--- src/sv/utf8_stream_decoder_macros.svh ---
// ----------------------------------------------------------------------------
// UTF-8 stream decoder assertion macros
// Concurrent assertion shorthands shared by the decoder RTL.
// ----------------------------------------------------------------------------
`ifndef UTF8_STREAM_DECODER_MACROS_SVH
`define UTF8_STREAM_DECODER_MACROS_SVH

`ifndef SYNTHESIS

// Check that cons holds in the same cycle as ante.
`define U8D_ASSERT_IMPL(name, clk, rst_n, ante, cons) \
	name: assert property (@(posedge clk) disable iff (!(rst_n)) (ante) |-> (cons)) \
		else $error("u8d assertion failed");

// Check that cons holds in the cycle after ante.
`define U8D_ASSERT_NEXT(name, clk, rst_n, ante, cons) \
	name: assert property (@(posedge clk) disable iff (!(rst_n)) (ante) |=> (cons)) \
		else $error("u8d assertion failed");

`else

`define U8D_ASSERT_IMPL(name, clk, rst_n, ante, cons)
`define U8D_ASSERT_NEXT(name, clk, rst_n, ante, cons)

`endif

`endif

--- src/sv/u8d_pkg.sv ---
`timescale 1ns / 1ps
`default_nettype none
// ----------------------------------------------------------------------------
// u8d_pkg
// Types and constants shared by the UTF-8 stream decoder.
// ----------------------------------------------------------------------------
package u8d_pkg;

	localparam int unsigned CODE_W = 21;

	localparam logic [CODE_W-1:0] REPLACEMENT_CHAR = 21'h00FFFD;

	// Result status codes
	typedef enum logic [1:0] {
		STAT_VALID     = 2'd0,
		STAT_MALFORMED = 2'd1,
		STAT_STOP      = 2'd2
	} status_t;

	// Range rule for the byte after a lead byte
	typedef enum logic [2:0] {
		RULE_NONE    = 3'd0,
		RULE_A0_BF   = 3'd1,
		RULE_LE_9F   = 3'd2,
		RULE_90_BF   = 3'd3,
		RULE_LE_8F   = 3'd4
	} rule_t;

	// Open sequence state
	typedef struct packed {
		logic [1:0]        pending;
		logic [CODE_W-1:0] partial;
		logic [2:0]        seq_len;
		logic              malformed;
		rule_t             rule;
	} state_t;

	// One result beat
	typedef struct packed {
		logic [CODE_W-1:0] code_point;
		logic [1:0]        status;
		logic [2:0]        bytes_used;
	} result_t;

	localparam state_t STATE_IDLE = '{
		pending:   2'd0,
		partial:   '0,
		seq_len:   3'd0,
		malformed: 1'b0,
		rule:      RULE_NONE
	};

endpackage
`default_nettype wire

--- src/sv/u8d_in_if.sv ---
`timescale 1ns / 1ps
`default_nettype none
// ----------------------------------------------------------------------------
// u8d_in_if
// Byte channel into the decoder: one text byte and the bytes left.
// ----------------------------------------------------------------------------
interface u8d_in_if;
	logic       valid;
	logic       ready;
	logic [7:0] text_byte;
	logic [2:0] bytes_left;

	modport source (output valid, output text_byte, output bytes_left, input ready);
	modport sink (input valid, input text_byte, input bytes_left, output ready);
endinterface
`default_nettype wire

--- src/sv/u8d_out_if.sv ---
`timescale 1ns / 1ps
`default_nettype none
// ----------------------------------------------------------------------------
// u8d_out_if
// Code point channel out of the decoder.
// ----------------------------------------------------------------------------
interface u8d_out_if;
	logic        valid;
	logic        ready;
	logic [20:0] code_point;
	logic [1:0]  status;
	logic [2:0]  bytes_used;

	modport source (output valid, output code_point, output status, output bytes_used,
		input ready);
	modport sink (input valid, input code_point, input status, input bytes_used,
		output ready);
endinterface
`default_nettype wire

--- src/sv/u8d_step.sv ---
`timescale 1ns / 1ps
`default_nettype none
// ----------------------------------------------------------------------------
// u8d_step
// Decode one byte against the open sequence state: next state and result.
// ----------------------------------------------------------------------------
module u8d_step (
	input  u8d_pkg::state_t  state,
	input  logic [7:0]       text_byte,
	input  logic [2:0]       bytes_left,
	output u8d_pkg::state_t  state_nxt,
	output logic             hit,
	output u8d_pkg::result_t result
);
	import u8d_pkg::*;

	logic [2:0]        need;
	logic              is_lead;
	logic [CODE_W-1:0] lead_bits;
	rule_t             lead_rule;
	logic              lead_bad;
	logic              rule_broken;
	logic              cont_bad;
	logic              mal_nxt;
	logic [1:0]        pend_nxt;
	logic [CODE_W-1:0] code_nxt;

	// Classify the lead byte
	always_comb begin
		need      = 3'd0;
		is_lead   = 1'b0;
		lead_bits = '0;
		if (text_byte[7:5] == 3'b110) begin
			need      = 3'd2;
			is_lead   = 1'b1;
			lead_bits = {10'd0, text_byte[4:0], 6'd0};
		end else if (text_byte[7:4] == 4'b1110) begin
			need      = 3'd3;
			is_lead   = 1'b1;
			lead_bits = {5'd0, text_byte[3:0], 12'd0};
		end else if (text_byte[7:3] == 5'b11110) begin
			need      = 3'd4;
			is_lead   = 1'b1;
			lead_bits = {text_byte[2:0], 18'd0};
		end
	end

	// Overlong and out-of-range leads, second byte rules
	assign lead_bad = ((need == 3'd2) && (text_byte < 8'hc2))
		|| ((need == 3'd4) && (text_byte > 8'hf4));

	always_comb begin
		case (text_byte)
			8'he0:   lead_rule = RULE_A0_BF;
			8'hed:   lead_rule = RULE_LE_9F;
			8'hf0:   lead_rule = RULE_90_BF;
			8'hf4:   lead_rule = RULE_LE_8F;
			default: lead_rule = RULE_NONE;
		endcase
	end

	// Check a continuation byte
	always_comb begin
		case (state.rule)
			RULE_A0_BF: rule_broken = (text_byte < 8'ha0) || (text_byte > 8'hbf);
			RULE_LE_9F: rule_broken = (text_byte > 8'h9f);
			RULE_90_BF: rule_broken = (text_byte < 8'h90) || (text_byte > 8'hbf);
			RULE_LE_8F: rule_broken = (text_byte > 8'h8f);
			default:    rule_broken = 1'b0;
		endcase
	end

	assign cont_bad = (text_byte[7:6] != 2'b10);
	assign mal_nxt  = state.malformed | rule_broken | cont_bad;
	assign pend_nxt = state.pending - 2'd1;

	// Merge six payload bits into their slot
	always_comb begin
		case (pend_nxt)
			2'd0:    code_nxt = state.partial | {15'd0, text_byte[5:0]};
			2'd1:    code_nxt = state.partial | {9'd0, text_byte[5:0], 6'd0};
			2'd2:    code_nxt = state.partial | {3'd0, text_byte[5:0], 12'd0};
			default: code_nxt = state.partial;
		endcase
	end

	// Next state and result
	always_comb begin
		state_nxt = state;
		hit       = 1'b0;
		result    = '{code_point: '0, status: STAT_VALID, bytes_used: 3'd1};
		if (state.pending == 2'd0) begin
			if (!text_byte[7]) begin
				hit               = 1'b1;
				result.code_point = {13'd0, text_byte};
				result.status     = (text_byte == 8'd0) ? STAT_STOP : STAT_VALID;
			end else if (!is_lead) begin
				hit           = 1'b1;
				result.status = STAT_STOP;
			end else if (bytes_left < need) begin
				hit               = 1'b1;
				result.code_point = REPLACEMENT_CHAR;
				result.status     = STAT_MALFORMED;
			end else begin
				state_nxt.seq_len   = need;
				state_nxt.pending   = need[1:0] - 2'd1;
				state_nxt.malformed = lead_bad;
				state_nxt.rule      = lead_rule;
				state_nxt.partial   = lead_bits;
			end
		end else if (pend_nxt != 2'd0) begin
			state_nxt.pending   = pend_nxt;
			state_nxt.partial   = code_nxt;
			state_nxt.malformed = mal_nxt;
			state_nxt.rule      = RULE_NONE;
		end else begin
			// Close the sequence; surrogates are malformed
			state_nxt         = STATE_IDLE;
			hit               = 1'b1;
			result.bytes_used = state.seq_len;
			if (mal_nxt || (code_nxt[20:11] == 10'h01b)) begin
				result.code_point = REPLACEMENT_CHAR;
				result.status     = STAT_MALFORMED;
			end else begin
				result.code_point = code_nxt;
				result.status     = STAT_VALID;
			end
		end
	end

endmodule
`default_nettype wire

--- src/sv/utf8_stream_decoder.sv ---
// A sequence's last byte is held in the input register; its result is then registered in the output register.
// Throughput: one byte per cycle while the output is not stalled; the input register refills while the result waits.
// The open-sequence state register closes the decode loop through the step logic.
// A stalled output holds the input side once both registers are full.
// Reset clears all valid flags and the sequence state; no clearing pass is needed.
`timescale 1ns / 1ps
`default_nettype none
`include "utf8_stream_decoder_macros.svh"
// ----------------------------------------------------------------------------
// utf8_stream_decoder
// Byte-at-a-time UTF-8 decoder with validation, one code point per sequence.
// ----------------------------------------------------------------------------
module utf8_stream_decoder (
	input  logic     clk,
	input  logic     arst_n,
	u8d_in_if.sink   text,
	u8d_out_if.source codes
);
	import u8d_pkg::*;

	logic       valid_s1;
	logic [7:0] byte_s1;
	logic [2:0] left_s1;
	state_t     state_q;
	state_t     state_d;
	logic       hit;
	result_t    res_d;
	logic       res_valid_q;
	result_t    res_q;
	logic       out_free;
	logic       advance;

	// Step logic for the byte in the input register
	u8d_step u_step (
		.state      (state_q),
		.text_byte  (byte_s1),
		.bytes_left (left_s1),
		.state_nxt  (state_d),
		.hit        (hit),
		.result     (res_d)
	);

	// Advance when the byte makes no result or the output register frees up
	assign out_free   = !res_valid_q || codes.ready;
	assign advance    = valid_s1 && (!hit || out_free);
	assign text.ready = !valid_s1 || advance;

	// Input register
	always_ff @(posedge clk or negedge arst_n) begin
		if (!arst_n) begin
			valid_s1 <= 1'b0;
		end else if (text.ready) begin
			valid_s1 <= text.valid;
		end
	end

	always_ff @(posedge clk) begin
		if (text.valid && text.ready) begin
			byte_s1 <= text.text_byte;
			left_s1 <= text.bytes_left;
		end
	end

	// Sequence state
	always_ff @(posedge clk or negedge arst_n) begin
		if (!arst_n) begin
			state_q <= STATE_IDLE;
		end else if (advance) begin
			state_q <= state_d;
		end
	end

	// Result register
	always_ff @(posedge clk or negedge arst_n) begin
		if (!arst_n) begin
			res_valid_q <= 1'b0;
		end else if (out_free) begin
			res_valid_q <= advance && hit;
		end
	end

	always_ff @(posedge clk) begin
		if (advance && hit) begin
			res_q <= res_d;
		end
	end

	assign codes.valid      = res_valid_q;
	assign codes.code_point = res_q.code_point;
	assign codes.status     = res_q.status;
	assign codes.bytes_used = res_q.bytes_used;

	// Checks
	`U8D_ASSERT_IMPL(a_stop_shape, clk, arst_n,
		res_valid_q && (res_q.status == STAT_STOP),
		(res_q.code_point == '0) && (res_q.bytes_used == 3'd1))
	`U8D_ASSERT_IMPL(a_malformed_fffd, clk, arst_n,
		res_valid_q && (res_q.status == STAT_MALFORMED),
		res_q.code_point == REPLACEMENT_CHAR)
	`U8D_ASSERT_IMPL(a_open_len, clk, arst_n,
		state_q.pending != 2'd0,
		({1'b0, state_q.pending} < state_q.seq_len) && (state_q.seq_len >= 3'd2))
	`U8D_ASSERT_IMPL(a_idle_clean, clk, arst_n,
		state_q.pending == 2'd0,
		(state_q.partial == '0) && (state_q.rule == RULE_NONE) && !state_q.malformed)
	`U8D_ASSERT_NEXT(a_result_loaded, clk, arst_n,
		advance && hit,
		res_valid_q)

endmodule
`default_nettype wire

--- src/flat_wrapper.sv ---
// flat-port wrapper written by rule: the top's interface ports become plain ports
module utf8_stream_decoder_flat import u8d_pkg::*;
  (clk, arst_n, text_valid, text_text_byte, text_bytes_left, text_ready, codes_valid, codes_code_point, codes_status, codes_bytes_used, codes_ready);
  u8d_in_if text_i ();
  u8d_out_if codes_i ();
  input  logic clk;
  input  logic arst_n;
  input wire logic [$bits(text_i.valid)-1:0] text_valid;
  input wire logic [$bits(text_i.text_byte)-1:0] text_text_byte;
  input wire logic [$bits(text_i.bytes_left)-1:0] text_bytes_left;
  output wire logic [$bits(text_i.ready)-1:0] text_ready;
  output wire logic [$bits(codes_i.valid)-1:0] codes_valid;
  output wire logic [$bits(codes_i.code_point)-1:0] codes_code_point;
  output wire logic [$bits(codes_i.status)-1:0] codes_status;
  output wire logic [$bits(codes_i.bytes_used)-1:0] codes_bytes_used;
  input wire logic [$bits(codes_i.ready)-1:0] codes_ready;
  assign text_i.valid = text_valid;
  assign text_i.text_byte = text_text_byte;
  assign text_i.bytes_left = text_bytes_left;
  assign text_ready = text_i.ready;
  assign codes_valid = codes_i.valid;
  assign codes_code_point = codes_i.code_point;
  assign codes_status = codes_i.status;
  assign codes_bytes_used = codes_i.bytes_used;
  assign codes_i.ready = codes_ready;
  utf8_stream_decoder u_core (.clk(clk), .arst_n(arst_n), .text(text_i), .codes(codes_i));
endmodule
--- config.mk ---
export PLATFORM = sky130hd
export DESIGN_NAME = utf8_stream_decoder_flat
export DESIGN_NICKNAME = d
export VERILOG_FILES = /design/src/sv/u8d_pkg.sv /design/src/sv/u8d_in_if.sv /design/src/sv/u8d_out_if.sv /design/src/sv/u8d_step.sv /design/src/sv/utf8_stream_decoder.sv /design/src/flat_wrapper.sv
export VERILOG_INCLUDE_DIRS = /design/src /design/src/sv
export SDC_FILE = /design/constraint.sdc
export NUM_CORES = 1
export LEC_CHECK = 0
export ABC_AREA = 1
export BUFFER_PORTS_ARGS = -buffer_cell sky130_fd_sc_hd__buf_2
export CELL_PAD_IN_SITES_DETAIL_PLACEMENT = 1
export CELL_PAD_IN_SITES_GLOBAL_PLACEMENT = 2
export CORE_UTILIZATION = 30
export DETAILED_ROUTE_END_ITERATION = 6
export PLACE_DENSITY = 0.67
export SKIP_LAST_GASP = 1
export SLEW_MARGIN = 20
export SYNTH_ARGS = -nofsm -noshare
export SYNTH_HDL_FRONTEND = slang
export SYNTH_SLANG_ARGS = --single-unit
export TNS_END_PERCENT = 50
--- constraint.sdc ---
create_clock -name clk -period 3.15 [get_ports clk]
set_input_delay 0.63 -clock clk [delete_from_list [all_inputs] [get_ports clk]]
set_output_delay 0.63 -clock clk [all_outputs]
set_load 0.03 [all_outputs]
==> Word-level counts from Yosys, hierarchy flattened <==
Cells that the tools add are included.
Widths: inputs -> output; s select.
{ "classes": {"bitwise": 5, "eq_ne": 21, "n_addsub": 2, "reduce_logical": 22, "mux": 32, "n_lt_le_gt_ge": 8} }
{ "op_table": {"columns": ["operator", "n"], "rows": [
  ["$mux 30", 4],
  ["$mux 23", 4],
  ["$mux 21", 4],
  ["$pmux 21 s3", 1],
  ["$eq 8x8->1 const B", 4],
  ["$gt 8x8->1 const B", 4],
  ["$mux 26", 1],
  ["$lt 8x8->1 const B", 3],
  ["$or 21x12->21", 1],
  ["$or 21x18->21", 1],
  ["$or 21x6->21", 1],
  ["$mux 18", 1],
  ["$mux 3", 4],
  ["$pmux 3 s4", 1],
  ["$eq 10x5->1 const B", 1],
  ["$eq 3x2->1 const B", 3],
  ["$eq 3x3->1 const B", 3],
  ["$logic_not 8->1", 1],
  ["$mux 1", 8],
  ["$ne 2x2->1 const B", 4],
  ["$logic_or 1x1->1", 7],
  ["$eq 5x5->1 const B", 1],
  ["$logic_and 1x1->1", 5],
  ["$reduce_and 5->1", 1],
  ["16 further kinds", 22]
]} }
{ "word_totals": {"out_inout_bits": 28, "word_cells": 102, "ff_bits": 69, "input_bits": 15} }

==> Longest topological paths before layout <==
{ "depth": {"depth_word": 14, "ltp_mapped": 14} }

==> Modules after synthesis <==
From an unflattened synthesis, not the netlist that was laid out.
{ "unflattened": {"cells_unflattened": 461, "area_unflattened_um2": 3926.3} }
{ "modules_own_cells": {"columns": ["mod", "instances", "area_per_inst_um2", "cells_per_inst"], "rows": [
  ["utf8_stream_decoder", 1, 2391.0, 180],
  ["u8d_step", 1, 1535.2, 281]
]} }

==> Least setup slack after synthesis <==
Ideal clock, no wire load.
{ "synth_timing": {"kind": "register to register", "from": "register u_core.byte_s1[4]", "to": "register u_core.res_q (netlist bit u_core.codes.bytes_used[0]) (enable)", "required_time_ps": 2769, "arrival_time_ps": 2188, "path_stages_with_launch": 10, "setup_time_ps": 381, "n_path_buf": 0, "slack_ps": 582, "cell_sequence": "edfxtp_1 -> nand2_1 -> nor2_1 -> nand2_1 -> ha_1 -> a21oi_1 -> nand3_4 -> nand3_1 -> nand3_1 -> inv_1"} }
{ "synth_via": {"elab_chain_len": 13, "elab_cells_between_ends": 17} }
{ "synth_lines": {"columns": ["item", "line", "source"], "rows": [
  ["start, declared", "utf8_stream_decoder.sv:22", "logic [7:0] byte_s1;"],
  ["start signal, assigned", "utf8_stream_decoder.sv:59", "byte_s1 <= text.text_byte;"],
  ["$eq 5x5->1", "u8d_step.sv:41", "end else if (text_byte[7:3] == 5'b11110) begin"],
  ["$mux 3", "u8d_step.sv:41", null],
  ["$mux 3", "u8d_step.sv:37", "end else if (text_byte[7:4] == 4'b1110) begin"],
  ["$mux 3", "u8d_step.sv:33", "if (text_byte[7:5] == 3'b110) begin"],
  ["$lt 3x3->1", "u8d_step.sv:100", "end else if (bytes_left < need) begin"],
  ["$mux 1", "u8d_step.sv:100", null],
  ["$mux 1 (*)", "u8d_step.sv:97", "end else if (!is_lead) begin"],
  ["$mux 1 (*)", "u8d_step.sv:93", "if (!text_byte[7]) begin"],
  ["$mux 1 (*)", "u8d_step.sv:92", "if (state.pending == 2'd0) begin"],
  ["$logic_not 1->1", "utf8_stream_decoder.sv:45", "assign advance = valid_s1 && (!hit || out_free);"],
  ["$logic_or 1x1->1", "utf8_stream_decoder.sv:45", null],
  ["$logic_and 1x1->1", "utf8_stream_decoder.sv:45", null],
  ["$logic_and 1x1->1 (*)", "utf8_stream_decoder.sv:83", "if (advance && hit) begin"],
  ["end signal, assigned", "utf8_stream_decoder.sv:84", "res_q <= res_d;"],
  ["end, declared", "utf8_stream_decoder.sv:29", "result_t res_q;"]
]} }
Mark *: on every way between the ends. The rest lies on a longest branch, timed or not.
A chain may end at the register's enable or synchronous reset.

==> Worst setup path after layout <==
{ "layout_timing": {"from": "register u_core.byte_s1[7]", "to": "output text_ready"} }
{ "layout_via": {"elab_chain_len": 13, "elab_cells_between_ends": 18} }
{ "layout_lines": {"columns": ["item", "line", "source"], "rows": [
  ["$eq 5x5->1", "u8d_step.sv:41", null],
  ["$mux 3", "u8d_step.sv:41", null],
  ["$mux 3", "u8d_step.sv:37", null],
  ["$mux 3", "u8d_step.sv:33", null],
  ["$lt 3x3->1", "u8d_step.sv:100", null],
  ["$mux 1", "u8d_step.sv:100", null],
  ["$mux 1", "u8d_step.sv:97", null],
  ["$mux 1 (*)", "u8d_step.sv:93", null],
  ["$mux 1 (*)", "u8d_step.sv:92", null],
  ["$logic_not 1->1 (*)", "utf8_stream_decoder.sv:45", null],
  ["$logic_or 1x1->1 (*)", "utf8_stream_decoder.sv:45", null],
  ["$logic_and 1x1->1 (*)", "utf8_stream_decoder.sv:45", null],
  ["$logic_or 1x1->1 (*)", "utf8_stream_decoder.sv:46", "assign text.ready = !valid_s1 || advance;"],
  ["end, declared", "flat_wrapper.sv:11", "output wire logic [$bits(text_i.ready)-1:0] text_ready;"]
]} }
Marks and branches as above.

==> metrics.md <==
| Metric | Value |
|---|---|
| Die width | 109 um |
| Fin. Hold Viols | 0 |
| Pwr dens | ~960 nW/um2 |
| Syn Nets | 382 |
| Post-synth top area share | between 30 and 40% |
| Die Y | roughly 110 um |
| FF/Latch Area | 1910 um2 |
| Worst slack, placed | 0.387 ns |
| Seq cells post-synth | 69 |
| Worst slew pin tran | around 0.85 ns |
| Sequential fraction of the synthesis area | between 50% and 60% |
| Clk slew on worst S/H paths | 0.05 ns |
| Mean post-synth cell area | 9.55 um2 |
| Total Routing Usage GR | 17.8% |
| Final Non-Filler Cells | 557 |
| Floorplan core area | 11000 um2 |
| Yosys cell types | 39 |
| DR WL/cell | 17.0 um |
| Max Clock Freq | around 340 MHz |
| Clock Power Share | between 20% and 30% |
| Sw frac | 42.1% |
| Maximum vdd drop | approximately 0.00038 V |
| CP max FO | 7 |
| Clock tree from TritonCTS | built |
| Post-Syn Area | 3450 um2 |
| Crit. End Element | output port |
| Minimum clock period | 2.97 ns |
| Grt ovf | 0 |
| Die area | ~12000 um2 |
| Global-route wire length before repair | 15400 um |
| Clk sinks | 69 |
| RD Place Congestion | between 0.8 and 0.9 |
| Setup violators final | 0 |
| Kind of critical path | flip-flop to output port |
| Leakage | between 1.5 and 2 nW |
| Initial antenna violation count | 0 |
| Cell count after placement | approximately 540 |
| Initial core utilization | 31.3% |
| CTS Root Cell | clkbuf_16 |
| CP startpoint kind | flip-flop |
| Clk_lat worst skew | 0.34 ns |
| DRC viols | 0 |
| Post-Route WL | 9470 um |
| Final worst setup slack | 0.178 ns |
| Layout cells sized above 1 | 24.5% |
| Internal power | 2.29 mW |
| Vias per Instance | 4.82 |
| Psw | roughly 1.7 mW |
| DRT antenna net count | 0 |
| FILL cells | around 1.3k |
| Ys flop type | edfxtp_1 |
| Largest net degree at the start of global routing | 33 |
| Post-synth EDFFs | 37 |
| Initial DRT Pass Iterations | 5 |
| Max-cap violation count | 0 |
| Area Growth Syn to Fin | 19.2% |
| Max-slew headroom | 43.7% |
| Hold crit path type | input pin to async pin |
| Dpl hpwl | 6760 um |
| Reg power frac | 33.9% |
| Largest cells by area after synthesis | edfxtp_1 32%, dfrtp_1 23%, nand2_1 11% |
| Vias in the first global route | 2775 |
| Nets | 433 |
| H-tree depth | 3 |
| Finished Core Util | 37.3% |
| Worst Path Arrival | 2.34 ns |
| Mapped Cells | about 360 |
| Synth warnings | 0 |
| Async SR Flop Fraction | between 40% and 50% |
| Area leader, netlist | edfxtp_1 |
| Final Skew | 0.00660 ns |
| WP data required | 2.52 ns |
| DR iter-0 viols | 85 |
| Area occupied by multi-input gates | 1300 um2 |
| I/O pin count | 43 |
| Max Slew Vio Count | 0 |
| Number of placement rows | 38 |
| Clock buffer depth | 2 |
| Comb pwr share | 41.5% |
| Final Cycle Share | 94.3% |
| Status | completed |
| ANT cells | 0 |
| TritonCTS buffer count | 9 |
| DR vias | 2684 |
| IO Port Bufs | 42 |
## sequential cells by signal, indices dropped and copies added (netlist names)
signal and cells:
u_core.state_q 30, u_core.codes.code_point 21, u_core.byte_s1 8, u_core.codes.bytes_used 3, u_core.left_s1 3, u_core.codes.status 2
u_core.codes.valid 1, u_core.valid_s1 1
## layout by cell type, fill, tap and decap left out, types with 7 or more instances in the layout
master | netlist | routed
nor3_1 | 10 | 10
nor2_1 | 19 | 19
o21bai_1 | 7 | 7
nand4_1 | 7 | 7
clkbuf_16 | 0 | 9
nand2_1 | 101 | 100
buf_4 | 1 | 9
o21ai_0 | 10 | 10
edfxtp_1 | 37 | 37
nand2_2 | 6 | 7
o21ai_1 | 10 | 10
dfrtp_1 | 32 | 32
buf_2 | 3 | 42
nand3_2 | 11 | 11
a21oi_1 | 13 | 12
inv_1 | 37 | 36
nand3_1 | 15 | 15
## cells in the mapped netlist, types with 2 or more instances
cell type,count
a21oi_1,13
buf_2,3
buf_6,4
clkbuf_1,2
dfrtp_1,32
edfxtp_1,37
ha_1,6
inv_1,37
inv_2,4
nand2_1,101
nand2_2,6
nand2_4,2
nand3_1,15
nand3_2,11
nand4_1,7
nor2_1,19
nor2_4,2
nor3_1,10
nor4_1,2
o21ai_0,10
o21ai_1,10
o21bai_1,7
o21bai_2,3
o32ai_1,2
or2_2,2
## what timing repair did
| action | 4_1_cts | 5_1_grt |
|---|---|---|
| hold buffers | 0 | 0 |
| buffers inserted | 0 | 5 |
| gates resized for setup | 0 | 3 |
| setup endpoints to repair | 0 | 1 |
## routing by layer
metal | track usage, % | vias to the layer above | part of all wire [%] | wire length (um)
met5 | 0 | - | 0 | 0
li1 | - | 1310 | - | -
met3 | 3.47 | 12 | 4.0 | 376
met1 | 24.7 | 1301 | 49 | 4650
met4 | 6.86 | 0 | 1.5 | 145
met2 | 27.4 | 61 | 45 | 4290
## final timing paths
kind | startpoint | to | slack (ns) | cells after the start
worst max-delay path | u_core.byte_s1[7]$_DFFE_PP_ | text_ready | 0.18 | 9
worst min-delay path | arst_n | u_core.valid_s1$_DFFE_PN0P_ | 0.39 | 1
worst max register to register | u_core.byte_s1[7]$_DFFE_PP_ | u_core.codes.code_point[14]$_DFFE_PP_ | 0.51 | 10
worst min register to register | u_core.state_q[4]$_DFFE_PN0P_ | u_core.state_q[4]$_DFFE_PN0P_ | 0.47 | 2
max in group asynchronous | arst_n | u_core.state_q[17]$_DFFE_PN0P_ | 2.22 | 1
min in group clk | text_text_byte[1] | u_core.byte_s1[1]$_DFFE_PP_ | 0.46 | 1
## final cells by class
type	instances	share of cell area (%)
clock buffer	14	6.67
inverter	42	3.96
tap	140	4.26
clock inverter	2	0.213
multi-input combinational	239	31.6
timing repair buffer	51	6.76
sequential	69	46.5
## power by group through the flow
stage | combinational, mW | sequential (mW) | clock (mW)
floorplan | 0.947 | 1.60 | 0
global placement | 1.63 | 1.35 | 0
detailed placement | 1.64 | 1.36 | 0
CTS | 1.65 | 1.35 | 0.993
global route | 1.82 | 1.37 | 1.02
finish | 1.64 | 1.34 | 0.970
## cell families after synthesis
kind of cell,synth area share [%]
DFF,55.4
buffers and inverters,7.04
adders and majority gates,2.18
AOI/OAI and AO/OA,10.2
and+or+nand+nor,25.1
## critical path, cell delays in order, from the launching register on
cell and delay [ns]:
edfxtp_1 0.43, nand2_1 0.14, nor2_1 0.20, nand2_2 0.14
ha_1 0.33, a21oi_2 0.17, nand3_4 0.11, nand3_1 0.12
nand3_1 0.13, buf_2 0.21
## per-stage QoR
stage / TNS [ns] / power (mW) / cell area, um2 / hold slack, ns
floorplan: 0 / 2.54 / 3450 / 0.334
global placement: 0 / 2.98 / 3780 / 0.457
detailed placement: 0 / 3.01 / 3780 / 0.464
CTS: 0 / 3.99 / 4070 / 0.426
global route: -0.00885 / 4.22 / 4110 / 0.458
finish: 0 / 3.96 / 4110 / 0.387
Note: power is estimated with default switching activity, not from simulation.
